File: src/rae_pkg.sv
// Shared definitions for the register ALU / load executor.
// Field widths, stream packing, action and opcode codes, and default sizes.
// No dependencies.
`default_nettype none

package rae_pkg;

    // payload field widths
    localparam int ACT_W     = 2;
    localparam int OP_W      = 3;
    localparam int IDX_W     = 3;
    localparam int PV_W      = 32;
    localparam int OUT_W     = 32;

    // stream bus widths
    localparam int S_TDATA_W = 48;
    localparam int S_TUSER_W = 2;
    localparam int M_TDATA_W = 40;
    localparam int M_TUSER_W = 2;

    // default sizes
    localparam int REGISTER_COUNT_DEF = 8;
    localparam int MEMORY_WORDS_DEF   = 8;
    localparam int DATA_WIDTH_DEF     = 32;

    // action codes
    localparam logic [ACT_W-1:0] ACT_EXEC     = 2'd0;
    localparam logic [ACT_W-1:0] ACT_LOAD_REG = 2'd1;
    localparam logic [ACT_W-1:0] ACT_LOAD_MEM = 2'd2;

    // opcodes
    localparam logic [OP_W-1:0] OP_ADD = 3'd1;
    localparam logic [OP_W-1:0] OP_SUB = 3'd2;
    localparam logic [OP_W-1:0] OP_AND = 3'd3;
    localparam logic [OP_W-1:0] OP_OR  = 3'd4;
    localparam logic [OP_W-1:0] OP_LD  = 3'd5;

    // register file write request
    typedef struct packed {
        logic             en;
        logic [IDX_W-1:0] idx;
    } rf_wr_t;

endpackage

`default_nettype wire

File: src/rae_regfile.sv
// Register file: two registered read ports with write-first bypass, one write port.
// Entries read as zero until first written (per-entry valid bits). Uses rae_pkg.
`default_nettype none

module rae_regfile
    import rae_pkg::*;
#(
    parameter int REGISTER_COUNT = REGISTER_COUNT_DEF,
    parameter int DATA_WIDTH     = DATA_WIDTH_DEF
) (
    input  wire logic                  aclk,
    input  wire logic                  aresetn,
    input  wire logic                  rd_en,
    input  wire logic [IDX_W-1:0]      rd_idx_a,
    input  wire logic [IDX_W-1:0]      rd_idx_b,
    output logic      [DATA_WIDTH-1:0] rd_data_a,
    output logic      [DATA_WIDTH-1:0] rd_data_b,
    input  wire rf_wr_t                wr,
    input  wire logic [DATA_WIDTH-1:0] wr_data
);

    localparam int RAW = $clog2(REGISTER_COUNT);

    logic [DATA_WIDTH-1:0]     regs [REGISTER_COUNT];
    logic [REGISTER_COUNT-1:0] valid_reg;
    logic [DATA_WIDTH-1:0]     rd_a_reg;
    logic [DATA_WIDTH-1:0]     rd_b_reg;

    logic           a_in, b_in, w_in;
    logic           a_hit, b_hit;
    logic [RAW-1:0] a_addr, b_addr, w_addr;

    assign a_addr = RAW'(rd_idx_a);
    assign b_addr = RAW'(rd_idx_b);
    assign w_addr = RAW'(wr.idx);
    assign a_in   = 32'(rd_idx_a) < REGISTER_COUNT;
    assign b_in   = 32'(rd_idx_b) < REGISTER_COUNT;
    assign w_in   = wr.en && (32'(wr.idx) < REGISTER_COUNT);
    assign a_hit  = w_in && (wr.idx == rd_idx_a);
    assign b_hit  = w_in && (wr.idx == rd_idx_b);

    always_ff @(posedge aclk) begin
        if (!aresetn) begin
            valid_reg <= '0;
        end else if (w_in) begin
            valid_reg[w_addr] <= 1'b1;
        end
    end

    always_ff @(posedge aclk) begin
        if (w_in) begin
            regs[w_addr] <= wr_data;
        end
    end

    always_ff @(posedge aclk) begin
        if (rd_en) begin
            if (!a_in) begin
                rd_a_reg <= '0;
            end else if (a_hit) begin
                rd_a_reg <= wr_data;
            end else if (valid_reg[a_addr]) begin
                rd_a_reg <= regs[a_addr];
            end else begin
                rd_a_reg <= '0;
            end
            if (!b_in) begin
                rd_b_reg <= '0;
            end else if (b_hit) begin
                rd_b_reg <= wr_data;
            end else if (valid_reg[b_addr]) begin
                rd_b_reg <= regs[b_addr];
            end else begin
                rd_b_reg <= '0;
            end
        end
    end

    assign rd_data_a = rd_a_reg;
    assign rd_data_b = rd_b_reg;

endmodule

`default_nettype wire

File: src/rae_dmem.sv
// Data memory: one write port, one registered read port, zeroed by a sweep after reset.
// busy is high during the sweep. Uses rae_pkg for default sizes.
`default_nettype none

module rae_dmem
    import rae_pkg::*;
#(
    parameter int MEMORY_WORDS = MEMORY_WORDS_DEF,
    parameter int DATA_WIDTH   = DATA_WIDTH_DEF,
    parameter int MAW          = $clog2(MEMORY_WORDS)
) (
    input  wire logic                  aclk,
    input  wire logic                  aresetn,
    output logic                       busy,
    input  wire logic                  wr_en,
    input  wire logic [MAW-1:0]        wr_addr,
    input  wire logic [DATA_WIDTH-1:0] wr_data,
    input  wire logic                  rd_en,
    input  wire logic [MAW-1:0]        rd_addr,
    output logic      [DATA_WIDTH-1:0] rd_data
);

    logic [DATA_WIDTH-1:0] mem [MEMORY_WORDS];
    logic                  clr_busy_reg;
    logic [MAW-1:0]        clr_addr_reg;
    logic [DATA_WIDTH-1:0] rd_data_reg;

    always_ff @(posedge aclk) begin
        if (!aresetn) begin
            clr_busy_reg <= 1'b1;
            clr_addr_reg <= '0;
        end else if (clr_busy_reg) begin
            if (clr_addr_reg == MAW'(MEMORY_WORDS - 1)) begin
                clr_busy_reg <= 1'b0;
            end else begin
                clr_addr_reg <= clr_addr_reg + MAW'(1);
            end
        end
    end

    always_ff @(posedge aclk) begin
        if (clr_busy_reg) begin
            mem[clr_addr_reg] <= '0;
        end else if (wr_en) begin
            mem[wr_addr] <= wr_data;
        end
    end

    always_ff @(posedge aclk) begin
        if (rd_en) begin
            rd_data_reg <= mem[rd_addr];
        end
    end

    assign busy    = clr_busy_reg;
    assign rd_data = rd_data_reg;

endmodule

`default_nettype wire

File: src/register_alu_load_executor_top.sv
// Register ALU / load executor: three-stage pipeline, one word per cycle sustained while
// m_tready is high and the data memory is not busy. Stages in order: operands read at
// the accepting edge, ALU + data memory read, output register; stalls on m_tready
// back up stage by stage.
// Reset (aresetn, synchronous, active low) empties the pipeline and zeroes the register
// file at once; the data memory is zeroed by a sweep over all MEMORY_WORDS words with s_tready low.
// Uses rae_pkg, rae_regfile and rae_dmem.
`default_nettype none

module register_alu_load_executor_top
    import rae_pkg::*;
#(
    parameter int REGISTER_COUNT = REGISTER_COUNT_DEF,
    parameter int MEMORY_WORDS   = MEMORY_WORDS_DEF,
    parameter int DATA_WIDTH     = DATA_WIDTH_DEF
) (
    input  wire logic                 aclk,
    input  wire logic                 aresetn,
    input  wire logic                 s_tvalid,
    output logic                      s_tready,
    // op_code[2:0], target_index[5:3], src_a_index[8:6], src_b_index[11:9],
    // preload_value[43:12], zero fill[47:44]
    input  wire logic [S_TDATA_W-1:0] s_tdata,
    // action[1:0]
    input  wire logic [S_TUSER_W-1:0] s_tuser,
    input  wire logic                 s_tlast,
    output logic                      m_tvalid,
    input  wire logic                 m_tready,
    // written_index[2:0], written_value[34:3], zero fill[39:35]
    output logic      [M_TDATA_W-1:0] m_tdata,
    // wrote_register[0], address_error[1]
    output logic      [M_TUSER_W-1:0] m_tuser,
    output logic                      m_tlast
);

    localparam int DW  = DATA_WIDTH;
    localparam int MAW = $clog2(MEMORY_WORDS);

    // ---------------- handshake ----------------
    logic s_accept;
    logic mem_busy;
    logic out_free, e2_ready, e1_ready;

    // ---------------- stage 1 ----------------
    logic              e1_valid_reg;
    logic [ACT_W-1:0]  e1_act_reg;
    logic [OP_W-1:0]   e1_op_reg;
    logic [IDX_W-1:0]  e1_dst_reg, e1_src_a_reg, e1_src_b_reg;
    logic [PV_W-1:0]   e1_pv_reg;
    logic              e1_last_reg;
    logic [DW-1:0]     rf_rd_a, rf_rd_b;

    // ---------------- stage 2 ----------------
    logic              e2_valid_reg;
    logic              e2_wr_reg, e2_load_reg, e2_err_reg, e2_last_reg;
    logic [IDX_W-1:0]  e2_dst_reg;
    logic [DW-1:0]     e2_value_reg;
    logic [DW-1:0]     mem_rd_data;
    logic [DW-1:0]     e2_wval;

    // ---------------- output ----------------
    logic              m_tvalid_reg, m_wrote_reg, m_err_reg, m_last_reg;
    logic [IDX_W-1:0]  m_idx_reg;
    logic [OUT_W-1:0]  m_val_reg;
    logic [OUT_W-1:0]  out_val;

    assign out_free = !m_tvalid_reg || m_tready;
    assign e2_ready = !e2_valid_reg || out_free;
    assign e1_ready = !e1_valid_reg || e2_ready;
    assign s_tready = e1_ready && !mem_busy;
    assign s_accept = s_tvalid && s_tready;

    // register file write happens as the stage 2 word moves to the output
    rf_wr_t rf_wr;
    assign rf_wr.en  = e2_valid_reg && out_free && e2_wr_reg;
    assign rf_wr.idx = e2_dst_reg;

    rae_regfile #(
        .REGISTER_COUNT (REGISTER_COUNT),
        .DATA_WIDTH     (DW)
    ) u_regfile (
        .aclk      (aclk),
        .aresetn   (aresetn),
        .rd_en     (s_accept),
        .rd_idx_a  (s_tdata[8:6]),
        .rd_idx_b  (s_tdata[11:9]),
        .rd_data_a (rf_rd_a),
        .rd_data_b (rf_rd_b),
        .wr        (rf_wr),
        .wr_data   (e2_wval)
    );

    always_ff @(posedge aclk) begin
        if (!aresetn) begin
            e1_valid_reg <= 1'b0;
        end else if (e1_ready) begin
            e1_valid_reg <= s_accept;
        end
    end

    always_ff @(posedge aclk) begin
        if (s_accept) begin
            e1_act_reg   <= s_tuser[1:0];
            e1_op_reg    <= s_tdata[2:0];
            e1_dst_reg   <= s_tdata[5:3];
            e1_src_a_reg <= s_tdata[8:6];
            e1_src_b_reg <= s_tdata[11:9];
            e1_pv_reg    <= s_tdata[43:12];
            e1_last_reg  <= s_tlast;
        end
    end

    // ---------------- stage 1 execute ----------------
    logic [DW-1:0]  opa, opb, sum, diff, pv_ext;
    logic           addr_ok, dst_ok, mdst_ok;
    logic           wr_raw, mem_we, mem_re;
    logic           e1_go;
    logic           e2_wr_next, e2_load_next, e2_err_next;
    logic [DW-1:0]  e2_value_next;

    // words still in stage 2 have not reached the register file yet
    assign e2_wval = e2_load_reg ? mem_rd_data : e2_value_reg;
    assign opa = (e2_valid_reg && e2_wr_reg && e2_dst_reg == e1_src_a_reg) ? e2_wval : rf_rd_a;
    assign opb = (e2_valid_reg && e2_wr_reg && e2_dst_reg == e1_src_b_reg) ? e2_wval : rf_rd_b;

    assign sum     = opa + opb;
    assign diff    = opa - opb;
    assign addr_ok = 64'(sum) < 64'(MEMORY_WORDS);
    assign dst_ok  = 32'(e1_dst_reg) < REGISTER_COUNT;
    assign mdst_ok = 32'(e1_dst_reg) < MEMORY_WORDS;

    generate
        if (DW >= PV_W) begin : g_pv_wide
            assign pv_ext = {{(DW - PV_W){e1_pv_reg[PV_W-1]}}, e1_pv_reg};
        end else begin : g_pv_narrow
            assign pv_ext = e1_pv_reg[DW-1:0];
        end
    endgenerate

    always_comb begin
        wr_raw        = 1'b0;
        e2_load_next  = 1'b0;
        e2_err_next   = 1'b0;
        mem_we        = 1'b0;
        e2_value_next = '0;
        unique case (e1_act_reg)
            ACT_EXEC: begin
                unique case (e1_op_reg)
                    OP_ADD: begin
                        wr_raw        = 1'b1;
                        e2_value_next = sum;
                    end
                    OP_SUB: begin
                        wr_raw        = 1'b1;
                        e2_value_next = diff;
                    end
                    OP_AND: begin
                        wr_raw        = 1'b1;
                        e2_value_next = DW'(opa != '0 && opb != '0);
                    end
                    OP_OR: begin
                        wr_raw        = 1'b1;
                        e2_value_next = DW'(opa != '0 || opb != '0);
                    end
                    OP_LD: begin
                        if (addr_ok) begin
                            wr_raw       = 1'b1;
                            e2_load_next = 1'b1;
                        end else begin
                            e2_err_next  = 1'b1;
                        end
                    end
                    default: ;
                endcase
            end
            ACT_LOAD_REG: begin
                wr_raw        = 1'b1;
                e2_value_next = pv_ext;
            end
            ACT_LOAD_MEM: begin
                mem_we = mdst_ok;
            end
            default: ;
        endcase
    end

    assign e2_wr_next = wr_raw && dst_ok;
    assign e1_go      = e1_valid_reg && e2_ready;
    assign mem_re     = e1_go && e2_load_next;

    rae_dmem #(
        .MEMORY_WORDS (MEMORY_WORDS),
        .DATA_WIDTH   (DW),
        .MAW          (MAW)
    ) u_dmem (
        .aclk    (aclk),
        .aresetn (aresetn),
        .busy    (mem_busy),
        .wr_en   (e1_go && mem_we),
        .wr_addr (MAW'(e1_dst_reg)),
        .wr_data (pv_ext),
        .rd_en   (mem_re),
        .rd_addr (MAW'(sum)),
        .rd_data (mem_rd_data)
    );

    always_ff @(posedge aclk) begin
        if (!aresetn) begin
            e2_valid_reg <= 1'b0;
        end else if (e2_ready) begin
            e2_valid_reg <= e1_valid_reg;
        end
    end

    always_ff @(posedge aclk) begin
        if (e1_go) begin
            e2_wr_reg    <= e2_wr_next;
            e2_load_reg  <= e2_load_next;
            e2_err_reg   <= e2_err_next;
            e2_dst_reg   <= e1_dst_reg;
            e2_value_reg <= e2_value_next;
            e2_last_reg  <= e1_last_reg;
        end
    end

    // ---------------- output register ----------------
    generate
        if (DW >= OUT_W) begin : g_out_wide
            assign out_val = e2_wval[OUT_W-1:0];
        end else begin : g_out_narrow
            assign out_val = {{(OUT_W - DW){e2_wval[DW-1]}}, e2_wval};
        end
    endgenerate

    always_ff @(posedge aclk) begin
        if (!aresetn) begin
            m_tvalid_reg <= 1'b0;
        end else if (out_free) begin
            m_tvalid_reg <= e2_valid_reg;
        end
    end

    always_ff @(posedge aclk) begin
        if (out_free && e2_valid_reg) begin
            m_wrote_reg <= e2_wr_reg;
            m_idx_reg   <= e2_wr_reg ? e2_dst_reg : '0;
            m_val_reg   <= e2_wr_reg ? out_val : '0;
            m_err_reg   <= e2_err_reg;
            m_last_reg  <= e2_last_reg;
        end
    end

    assign m_tvalid = m_tvalid_reg;
    assign m_tdata  = {{(M_TDATA_W - OUT_W - IDX_W){1'b0}}, m_val_reg, m_idx_reg};
    assign m_tuser  = {m_err_reg, m_wrote_reg};
    assign m_tlast  = m_last_reg;

    // ---------------- assertions ----------------
    a_write_or_error: assert property (@(posedge aclk) disable iff (!aresetn)
        m_tvalid |-> !(m_tuser[0] && m_tuser[1]))
        else $error("result word reports both a register write and an address error");

    a_quiet_payload: assert property (@(posedge aclk) disable iff (!aresetn)
        (m_tvalid && !m_tuser[0]) |-> (m_tdata == '0))
        else $error("index or value nonzero on a word without a register write");

    a_no_accept_clear: assert property (@(posedge aclk)
        mem_busy |-> !s_tready)
        else $error("input accepted during data memory clear");

    a_stage1_hold: assert property (@(posedge aclk) disable iff (!aresetn)
        (e1_valid_reg && !e2_ready) |=> e1_valid_reg)
        else $error("stage 1 word dropped while stage 2 stalled");

endmodule

`default_nettype wire
File: config.mk
export PLATFORM = sky130hd
export DESIGN_NAME = register_alu_load_executor_top
export DESIGN_NICKNAME = d
export VERILOG_FILES = /design/src/rae_pkg.sv /design/src/rae_regfile.sv /design/src/rae_dmem.sv /design/src/register_alu_load_executor_top.sv
export SDC_FILE = /design/constraint.sdc
export NUM_CORES = 1
export LEC_CHECK = 0
export BUFFER_PORTS_ARGS = -buffer_cell sky130_fd_sc_hd__clkbuf_2
export CORE_MARGIN = 5
export CORE_UTILIZATION = 45
export DETAILED_ROUTE_END_ITERATION = 7
export HOLD_SLACK_MARGIN = 0.06
export PLACE_DENSITY = 0.66
export SYNTH_ARGS = -nofsm -noshare
export SYNTH_HDL_FRONTEND = slang
export SYNTH_HIERARCHICAL = 1
export SYNTH_SLANG_ARGS = --single-unit
File: constraint.sdc
create_clock -name aclk -period 7.9 [get_ports aclk]
set_clock_uncertainty 0.05 [all_clocks]
set_input_delay 1.58 -clock aclk [delete_from_list [all_inputs] [get_ports aclk]]
set_output_delay 1.58 -clock aclk [all_outputs]
set_load 0.02 [all_outputs]
* Word level (Yosys, flattened, before mapping)
Memory sizes are Yosys's and may differ from the RTL's. A register that Yosys moved wholly into a read port is not among the register bits.
Cells that the tools add are included.
** Word-level totals
- Input port bits :: 55
- Output and inout bits :: 45
- Memories kept :: 2
- Memory bits (writable) :: 512
- Logic and storage cells :: 113
- Register bits after elaboration :: 203
** Operators by class
- Eq/ne operators :: 12
- $add $sub $neg :: 3
- $lt $le $gt $ge :: 5
- Bitwise operators :: 2
- Multiplexer cells :: 34
- Reduce and logical (&&, ||, !) cells :: 29
** Memories
- u_dmem.mem :: words 8, bits a word 32, read ports 1, clocked after Yosys merged registers in 1, write ports 1, RTL line rae_dmem.sv:23 : logic [DATA_WIDTH-1:0] mem [MEMORY_WORDS];
- u_regfile.regs :: words 8, bits a word 32, read ports 2, clocked after Yosys merged registers in 0, write ports 1, RTL line rae_regfile.sv:24 : logic [DATA_WIDTH-1:0] regs [REGISTER_COUNT];
** Operators by type and width (number)
- 2-to-1 mux 32 bit :: 8
- one-hot mux 32 bit (4 select lines) :: 1
- one-hot mux 32 bit (2 select lines) :: 1
- nonzero test 32 bit :: 2
- adder 32 bit :: 1
- < comparator 32 x 4 -> 1 bit, second input constant :: 1
- OR reduction 32 bit :: 1
- subtractor 32 bit :: 1
- 2-to-1 mux 1 bit :: 18
- logical AND 1 bit :: 14
- == test 3 bit :: 4
- < comparator 3 x 4 -> 1 bit, second input constant :: 3
- == test 3 bit, second input constant :: 3
- bitwise OR 8 bit :: 1
- binary-select mux 1 bit (select 3 bit) :: 2
- == test 3 x 2 -> 1 bit, second input constant :: 2
- logical NOT 1 bit :: 4
- logical OR 1 bit :: 4
- one-hot mux 1 bit (2 select lines) :: 2
- AND reduction 2 bit :: 2
- OR reduction 4 bit :: 1
- adder 3 x 1 -> 3 bit, second input constant :: 1
- demux 1 bit (select 3 bit) :: 1
- == test 3 x 1 -> 1 bit, second input constant :: 1
- 6 further kinds :: 6

* Depth between registers and ports, before layout
Gate-level depths: netlist of run 1.
- Depth in word-level cells :: 10
- Mapped depth :: 20

* By module
The synthesis of run 1 kept the hierarchy.
** By module, submodules not included
- rae_regfile :: times used 1, area each 14483.9 um^2, sequential area each 9769.4 um^2, cells an instance 746
- rae_dmem :: times used 1, area each 11238.3 um^2, sequential area each 8728.4 um^2, cells an instance 474
- register_alu_load_executor_top :: times used 1, area each 10380.0 um^2, sequential area each 3783.6 um^2, cells an instance 1167

* Worst setup path after synthesis of run 1
OpenSTA, ideal clock, no wires.
- Kind :: input to register
- Start :: input m_tready
- End :: memory u_dmem/mem[5][0] (netlist name) (enable)
- Data arrival time :: 6948 ps
- Library setup time :: 421 ps
- Path buffers :: 0
- Stages :: 6
- Path slack :: 481 ps
- Cells stage by stage :: nor2b_1 -> a21boi_0 -> and3_1 -> nor2b_1 -> a22oi_1 -> nor2_1
** On the way
- Longest elaborated chain between the ends :: 9
** RTL lines
- start, declared :: RTL line register_alu_load_executor_top.sv:28 : input wire logic m_tready,
- logical OR 1 bit * :: RTL line register_alu_load_executor_top.sv:67 : assign out_free = !m_tvalid_reg || m_tready;
- logical OR 1 bit * :: RTL line register_alu_load_executor_top.sv:68 : assign e2_ready = !e2_valid_reg || out_free;
- logical AND 1 bit * :: RTL line register_alu_load_executor_top.sv:188 : assign e1_go = e1_valid_reg && e2_ready;
- named net e1_go :: RTL line register_alu_load_executor_top.sv:117 : logic e1_go;
- logical AND 1 bit * :: RTL line register_alu_load_executor_top.sv:199 : .wr_en (e1_go && mem_we),
- 2-to-1 mux 1 bit * :: RTL line rae_dmem.sv:44 : end else if (wr_en) begin
- 2-to-1 mux 1 bit * :: RTL line rae_dmem.sv:42 : if (clr_busy_reg) begin
- 2-to-1 mux 1 bit (not written as such) * :: RTL line rae_dmem.sv:45 : mem[wr_addr] <= wr_data;
- OR reduction 32 bit (no line)
- 2-to-1 mux 3 bit (no line) or 2-to-1 mux 1 bit (tied branches)
- end, declared :: RTL line rae_dmem.sv:23
The timed path passes the listed nets; every way through them passes the cells marked *.

* Worst setup path in the final report of run 1
- Start :: register e2_load_reg
- End :: register u_dmem.rd_data_reg[3], in the netlist u_dmem/rd_data[3] (read register of u_dmem.mem) (enable)
** On the way
- Longest elaborated chain between the ends :: 8
** RTL lines
- start, declared :: RTL line register_alu_load_executor_top.sv:55 : logic e2_wr_reg, e2_load_reg, e2_err_reg, e2_last_reg;
- start signal, assigned :: RTL line register_alu_load_executor_top.sv:218 : e2_load_reg <= e2_load_next;
- 2-to-1 mux 32 bit * :: RTL line register_alu_load_executor_top.sv:122 : assign e2_wval = e2_load_reg ? mem_rd_data : e2_value_reg;
- 2-to-1 mux 32 bit (on tied branches) :: RTL line register_alu_load_executor_top.sv:123, register_alu_load_executor_top.sv:124
- adder 32 bit * :: RTL line register_alu_load_executor_top.sv:126 : assign sum = opa + opb;
- < comparator 32 x 4 -> 1 bit * :: RTL line register_alu_load_executor_top.sv:128 : assign addr_ok = 64'(sum) < 64'(MEMORY_WORDS);
- 2-to-1 mux 1 bit * :: RTL line register_alu_load_executor_top.sv:166 : if (addr_ok) begin
- 2-to-1 mux 1 bit * :: RTL line register_alu_load_executor_top.sv:148 : unique case (e1_op_reg)
- 2-to-1 mux 1 bit * :: RTL line register_alu_load_executor_top.sv:146 : unique case (e1_act_reg)
- named net e2_load_next :: RTL line register_alu_load_executor_top.sv:118 : logic e2_wr_next, e2_load_next, e2_err_next;
- logical AND 1 bit * :: RTL line register_alu_load_executor_top.sv:189 : assign mem_re = e1_go && e2_load_next;
- named net mem_re :: RTL line register_alu_load_executor_top.sv:116 : logic wr_raw, mem_we, mem_re;
- end, declared :: RTL line rae_dmem.sv:26 : logic [DATA_WIDTH-1:0] rd_data_reg;
Marks and branches as above.
A chain may end at the register's enable or synchronous reset.

==> metrics.txt, run 1 <==
largest family of logic cells by synthesized area multiplexers; Setup crit end kind register; worst setup margin between 1 and 1.5 ns; Clock Latency Late Sink between 0.6 and 0.7 ns; core box area 79300 um^2; Synth Area in Adders under 10%; global-route wire length before repair between 100000 and 150000 um; clock root cell clkbuf_16; Tot Pwr roughly 8300 uW; compound-cell area share of the yosys netlist 7.96%; Top Usage Layer GRT met2; Setup crit start kind register; total gr overflow 0; GR Util met3 roughly 3.3%; unrepaired setup endpoints after global routing false; RR Startpoint e2_load_reg; maxcap violations 0; hold_buf cts 0; Post-synth top flop edfxtp_1; Netlist cell types around 100; Min Hold Slack approximately 0.38 ns; Crit Path Max Fanout 32; clock-pin slew on the worst setup and hold paths about 0.060 ns; Final nets 2587; Slew Limit Fails 0; # IOs 100; die area approximately 86000 um^2; worst hold start e2_last_reg; post-synthesis mux area share 16.6%; Least-Margin Pin Slew ~1.1 ns; ant diodes 0; dpl cells between 3000 and 4000; Starting Density around 46%; max_slew headroom roughly 23%; register area share after synthesis around three fifths; Critical Path RT 8.09 ns; setup TNS 0 ns; DRT iter0 DRCs around 2500; # fillers between 6000 and 7000; CTS tree done; biggest regs u_dmem/mem x256, u_regfile/regs x256; Total Wirelength roughly 100000 um; vias in the first global route around 22000; Peak VDD IR approximately 0.18 mV; Setup Buffers After CTS 0; Worst Hold End m_tlast; Period minus WS final roughly 6.5 ns; Vias approximately 22000; routed length per instance approximately 28 um; R2R depth 14; worst reg2reg path endpoint u_dmem/rd_data[3]; Hold WC Path Type register to register; post-CTS resize count 0; CTS HTree Levels 3; ys async rst share 0%; Final Hold Viols 0; vias per inst a little over 6; final setup violation count 0; warnings from Yosys 6; Max Fclk roughly 0.15 GHz; run status complete, no violations; DP Wirelength between 60000 and 70000 um; initial antenna violation count 1; #FFs+latches synth ~750; slack of the worst reg-to-reg path 1.42 ns; PortBufs 90; Final Non-Filler Cells 3577; Synth top area share about three fifths; xor-xnor portion of the synthesized cell area less than 1%; post-synthesis cell count between 2000 and 2500; Area Growth Syn to Fin 11.6%; Critical Path AT roughly 6.7 ns; GPL Wtd Cong ~0.98; std cell rows 103; Mapped Area roughly 36000 um^2; met2 usage about 37%; pin count of the biggest net entering global routing a little over 70; clock buffer depth 3; drt first pass iters 7; fraction of layout cells with a size suffix above 1 20.2%; # DRC 0; WS Path Type register to register; Hold Crit Depth 0; Die X 293 um; Simple-Gate Fraction of Synth Area under 10%; Yosys top cell by area edfxtp_1; PD cells around 210 nW/um^2; Vert. Die Dim between 200 and 300 um; dpl ws approximately 1.5 ns; total track usage a little under a quarter; CTS buffer count between 70 and 80; Post-synth EDFFs approximately 730; Area contributors post-synth edfxtp_1, mux4_2, mux4_1; Period Utilization, post-route 82.1%; grt met1 use between 30% and 40%; CTS sink cnt 747; Syn Area/Cell 15.1 um^2; P_leak approximately 0.014 uW; Final ANT Viol Nets 0
==> Yosys cell counts, types with 22 or more instances <==
library cell and count:
clkbuf_1 71, xnor2_1 25, inv_1 92, nor2_1 132
mux2i_1 104, a21oi_1 125, edfxtp_1 732, nand2_1 131
mux4_1 40, nor2b_1 55, and2_1 43, ha_1 64
o21ai_0 49, o21ai_1 69, mux2_2 34, nor4_1 22
nand4_1 26, buf_2 30, mux4_2 154
==> worst max path at each step <==
stage                            from                  to  slack (ns)  cells past startpoint
after CTS                   e2_wr_reg   u_dmem/rd_data[3]        1.50                     18
after floorplan              m_tready    u_dmem/mem[5][0]        0.48                      6
after global routing        e2_wr_reg   u_dmem/rd_data[3]        0.99                     20
after detailed placement    e2_wr_reg  u_dmem/rd_data[15]        1.52                     18
final                     e2_load_reg   u_dmem/rd_data[3]        1.42                     14
after global placement      e2_wr_reg  u_dmem/rd_data[17]        1.57                     18
==> kinds of logic after synthesis <==
kind of cell / count (synthesis)
buffers and inverters: 247
adders and majority gates: 66
AOI/OAI and AO/OA: 439
and+or+nand+nor: 513
xor gates and xnor gates: 39
other: 1
DFF: 747
muxes: 335
==> report_power, final <==
| group | internal, uW | leakage [uW] | switching [uW] |
|---|---|---|---|
| Sequential | 4380 | 0.00715 | 17.2 |
| Combinational | 137 | 0.00576 | 196 |
| Clock | 2100 | 0.00122 | 1500 |
| Total | 6620 | 0.0141 | 1710 |
==> placed cells by master (no fill, tap or decap), types with 64 or more instances in the layout <==
cell	Yosys	final
edfxtp_1	732	732
mux4_2	154	154
nand2_1	131	131
a21oi_1	125	125
nor2_1	132	117
mux2i_1	104	102
inv_1	92	91
clkbuf_2	2	86
clkbuf_16	0	79
o21ai_1	69	69
ha_1	64	64
==> cell type report <==
cell class / count / area, um^2 / share of cell area [%]
clock inverters: 45 / 440 / 1.09
repair buffers: 150 / 918 / 2.28
well taps: 1050 / 1310 / 3.26
flip-flops and latches: 747 / 22300 / 55.3
multi-input cells: 1397 / 12900 / 32.0
inverters: 94 / 354 / 0.879
clock buffers: 94 / 2070 / 5.15
==> metrics by stage <==
step                      util (%)  cell area (um^2)
final                         50.8             40300
after global routing          50.8             40300
after CTS                     50.8             40300
after detailed placement      47.6             37800
after global placement        47.6             37800
after floorplan                  -             36100
==> layer usage <==
layer | vias up | share of wire [%]
met5 | - | 0
li1 | 9574 | -
met4 | 0 | 3.9
met2 | 1052 | 47
met3 | 186 | 7.4
met1 | 11298 | 41
==> worst max-delay path: stages, from the launching register on <==
cell	delay [ns]
edfxtp_1	0.84
mux2i_1	0.95
a21oi_1	0.39
ha_1	0.71
a21o_1	0.32
a31oi_4	0.14
o21a_2	0.27
a211oi_2	0.45
or2_0	0.36
xnor2_1	0.15
nor4_1	0.29
nand4b_1	0.16
nor4b_2	0.35
and2_1	0.17
buf_4	0.45
Note: power is estimated with default switching activity, not from simulation.
==> run 2, diff against run 1 <==
==> constraint.sdc (replaced) <==
create_clock -name aclk -period 6 [get_ports aclk]
set_clock_uncertainty 0.05 [all_clocks]
set_input_delay 1.2 -clock aclk [delete_from_list [all_inputs] [get_ports aclk]]
set_output_delay 1.2 -clock aclk [all_outputs]
set_load 0.02 [all_outputs]
==> run 2 against run 1 <==
Compared with the run above:
- global-route usage decreased by 0.071 points
- largest cell class unchanged
- sequential cell count unchanged
- sequential power rose by 32%
- via count hardly changed
- clock power is 34% higher
- power up 33%
- combinational power increased by 32%
- utilization increased by 0.71 points
- fmax rose by 17%
==> metrics.txt, run 2 (synthesis gave the netlist of run 1 again) <==
clock root cell clkbuf_16 (unchanged); Final Util 51.5% (was 50.8%); max incr delay on CP 0.51 ns (was 0.95 ns); Clock Latency Late Sink 0.63 ns (was 0.62 ns); Reg area 22300 um^2 (unchanged); Comb pwr share 4.0% (about the same); final setup violation count 0 (unchanged); Vias 22094 (was 22110); PD cells 271 nW/um^2 (was 207 nW/um^2); initial antenna violation count 0 (was 1); Final Hold Viols 0 (unchanged); met1 wire length 41000 um (was 41200 um); clock-pin slew on the worst setup and hold paths 0.06 ns (about the same); Slew Limit Fails 0 (unchanged); Reg power frac 52.3% (was 52.8%); pin count of the biggest net entering global routing 76 (was 72); most common cell after layout, fill and taps aside edfxtp_1 (unchanged); GPL Wtd Cong 0.940 (was 0.976); run status complete, no violations (unchanged); CTS sink cnt 747 (unchanged); CTS HTree Levels 3 (unchanged); Met2 Wirelength 47800 um (was 47300 um); PortBufs 90 (unchanged); Total Wirelength 99500 um (was 99800 um); total gr overflow 0 (unchanged); multi-input logic area 12900 um^2 (about the same); Min Hold Slack 0.369 ns (was 0.380 ns); # DRC 0 (unchanged); Final ANT Viol Nets 0 (unchanged); Critical Path AT 5.77 ns (was 6.67 ns); unrepaired setup endpoints after global routing false (unchanged); Period Utilization, post-route 92.1% (was 82.1%); Crit Path Max Fanout 50 (was 32); WS Path Type register to register (unchanged); P_leak 0.0145 uW (was 0.0141 uW); max_slew headroom 27.1% (was 22.7%); maxcap violations 0 (unchanged); hold_buf cts 0 (unchanged); Final nets 2646 (was 2587); Setup crit start kind register (unchanged); vias in the first global route 22109 (was 21885); fraction of layout cells with a size suffix above 1 22.1% (was 20.2%); vias per inst 6.07 (was 6.18); Clk pwr share 43.7% (was 43.2%); Switching Share 20.6% (was 20.5%); total track usage 22.7% (was 22.8%); critical-path cell list nand2_1, nor4_2, buf_12, nor2_1, a21oi_1, ha_1, a211oi_1, o21bai_1, a2111oi_0, o22ai_1, nor4_1, nand4_1, nor4_1, nand4b_1, nor4b_2, and2_2, buf_12 (was mux2i_1, a21oi_1, ha_1, a21o_1, a31oi_4, o21a_2, a211oi_2, or2_0, xnor2_1, nor4_1, nand4b_1, nor4b_2, and2_1, buf_4); Max Fclk 0.181 GHz (was 0.154 GHz); Vert. Die Dim 293 um (unchanged); most frequent cells in the layout edfxtp_1, mux4_2, nand2_1 (unchanged); die area 86000 um^2 (unchanged); max layer used met4 (unchanged); DRT iter0 DRCs 2335 (was 2466); Setup Buffers After CTS 0 (unchanged); Critical Path RT 6.24 ns (was 8.09 ns); Sw Pwr 2280 uW (was 1710 uW); clock buffer depth 3 (unchanged); CTS tree done (unchanged); Setup crit end kind register (unchanged); Area Growth Syn to Fin 13.1% (was 11.6%); post-CTS resize count 0 (unchanged); setup TNS 0 ns (unchanged); Least-Margin Pin Slew 1.09 ns (was 1.13 ns); global-route wire length before repair 146000 um (about the same); # fillers 6482 (was 6534); Hold WC Path Type register to register (unchanged); Starting Density 45.6% (unchanged); Period minus WS final 5.53 ns (was 6.48 ns); core box area 79300 um^2 (unchanged); Peak VDD IR 0.228 mV (was 0.181 mV); DP Wirelength 67500 um (was 64700 um); slowest stage cell, crit path a2111oi_0 (was mux2i_1); met3 routed WL 7150 um (was 7430 um); drt first pass iters 6 (was 7); Die X 293 um (unchanged); std cell rows 103 (unchanged); biggest regs u_dmem/mem x256, u_regfile/regs x256 (unchanged); ant diodes 0 (unchanged); routed length per instance 27.3 um (was 27.9 um); CTS buffer count 76 (unchanged); Internal 8780 uW (was 6620 uW); # IOs 100 (unchanged)
-- run 2: cell types whose count changed in the layout (fill, tap and decap cells not counted), moves of 3 or more --
cell	change
clkinv_1	+3
bufinv_16	+3
clkbuf_8	-4
buf_12	+4
buf_4	+55
-- run 2: power by group through the flow --
| stage | Sequential, uW | Clock (uW) | Combinational, uW |
|---|---|---|---|
| after global routing | 5790 | 5150 | 472 |
| final | 5780 | 4840 | 441 |
| after floorplan | 5890 | 0 | 306 |
| after global placement | 5890 | 0 | 438 |
| after CTS | 5780 | 4930 | 445 |
| after detailed placement | 5890 | 0 | 444 |
-- run 2: per-layer routing --
layer / GRT usage [%] / vias up
met5: 0 / -
met4: 7.65 / 0
met3: 3.42 / 164
met2: 37.0 / 971
met1: 31.7 / 11253
li1: - / 9706
-- run 2: critical path, delay by kind of cell (launching register included) --
family	cells	cell delay, ns
buffers and inverters	2	0.49
AND/OR/NAND/NOR	9	2.23
flip-flops	1	0.48
adder cells (fa/ha/maj)	1	0.35
AO/OA/AOI/OAI	5	1.57
-- run 2: cell type report --
cell class	count	area share, %
multi-input combinational	1397	31.6
inverter	94	0.867
tap	1050	3.22
timing repair buffer	209	3.46
clock buffer	87	4.86
clock inverter	54	1.46
sequential	747	54.6
-- run 2: final timing paths --
| check | startpoint | end | slack [ns] | depth (start not counted) |
|---|---|---|---|---|
| max | e2_valid_reg | u_dmem/rd_data[25] | 0.47 | 17 |
| min | e2_last_reg | m_tlast | 0.37 | 0 |
| min reg2reg | e2_last_reg | m_tlast | 0.37 | 0 |
| max reg2reg | e2_valid_reg | u_dmem/rd_data[25] | 0.47 | 17 |
-- run 2: metrics by stage --
step | area, um^2 | worst slack, ns | cells | total power (uW)
after CTS | 40800 | 0.487 | 3638 | 11200
after floorplan | 36100 | 0.0501 | 2391 | 6190
after detailed placement | 38300 | 0.543 | 3497 | 6340
after global placement | 38300 | 0.524 | 3497 | 6330
final | 40800 | 0.472 | 3638 | 11100
after global routing | 40800 | 0.130 | 3638 | 11400
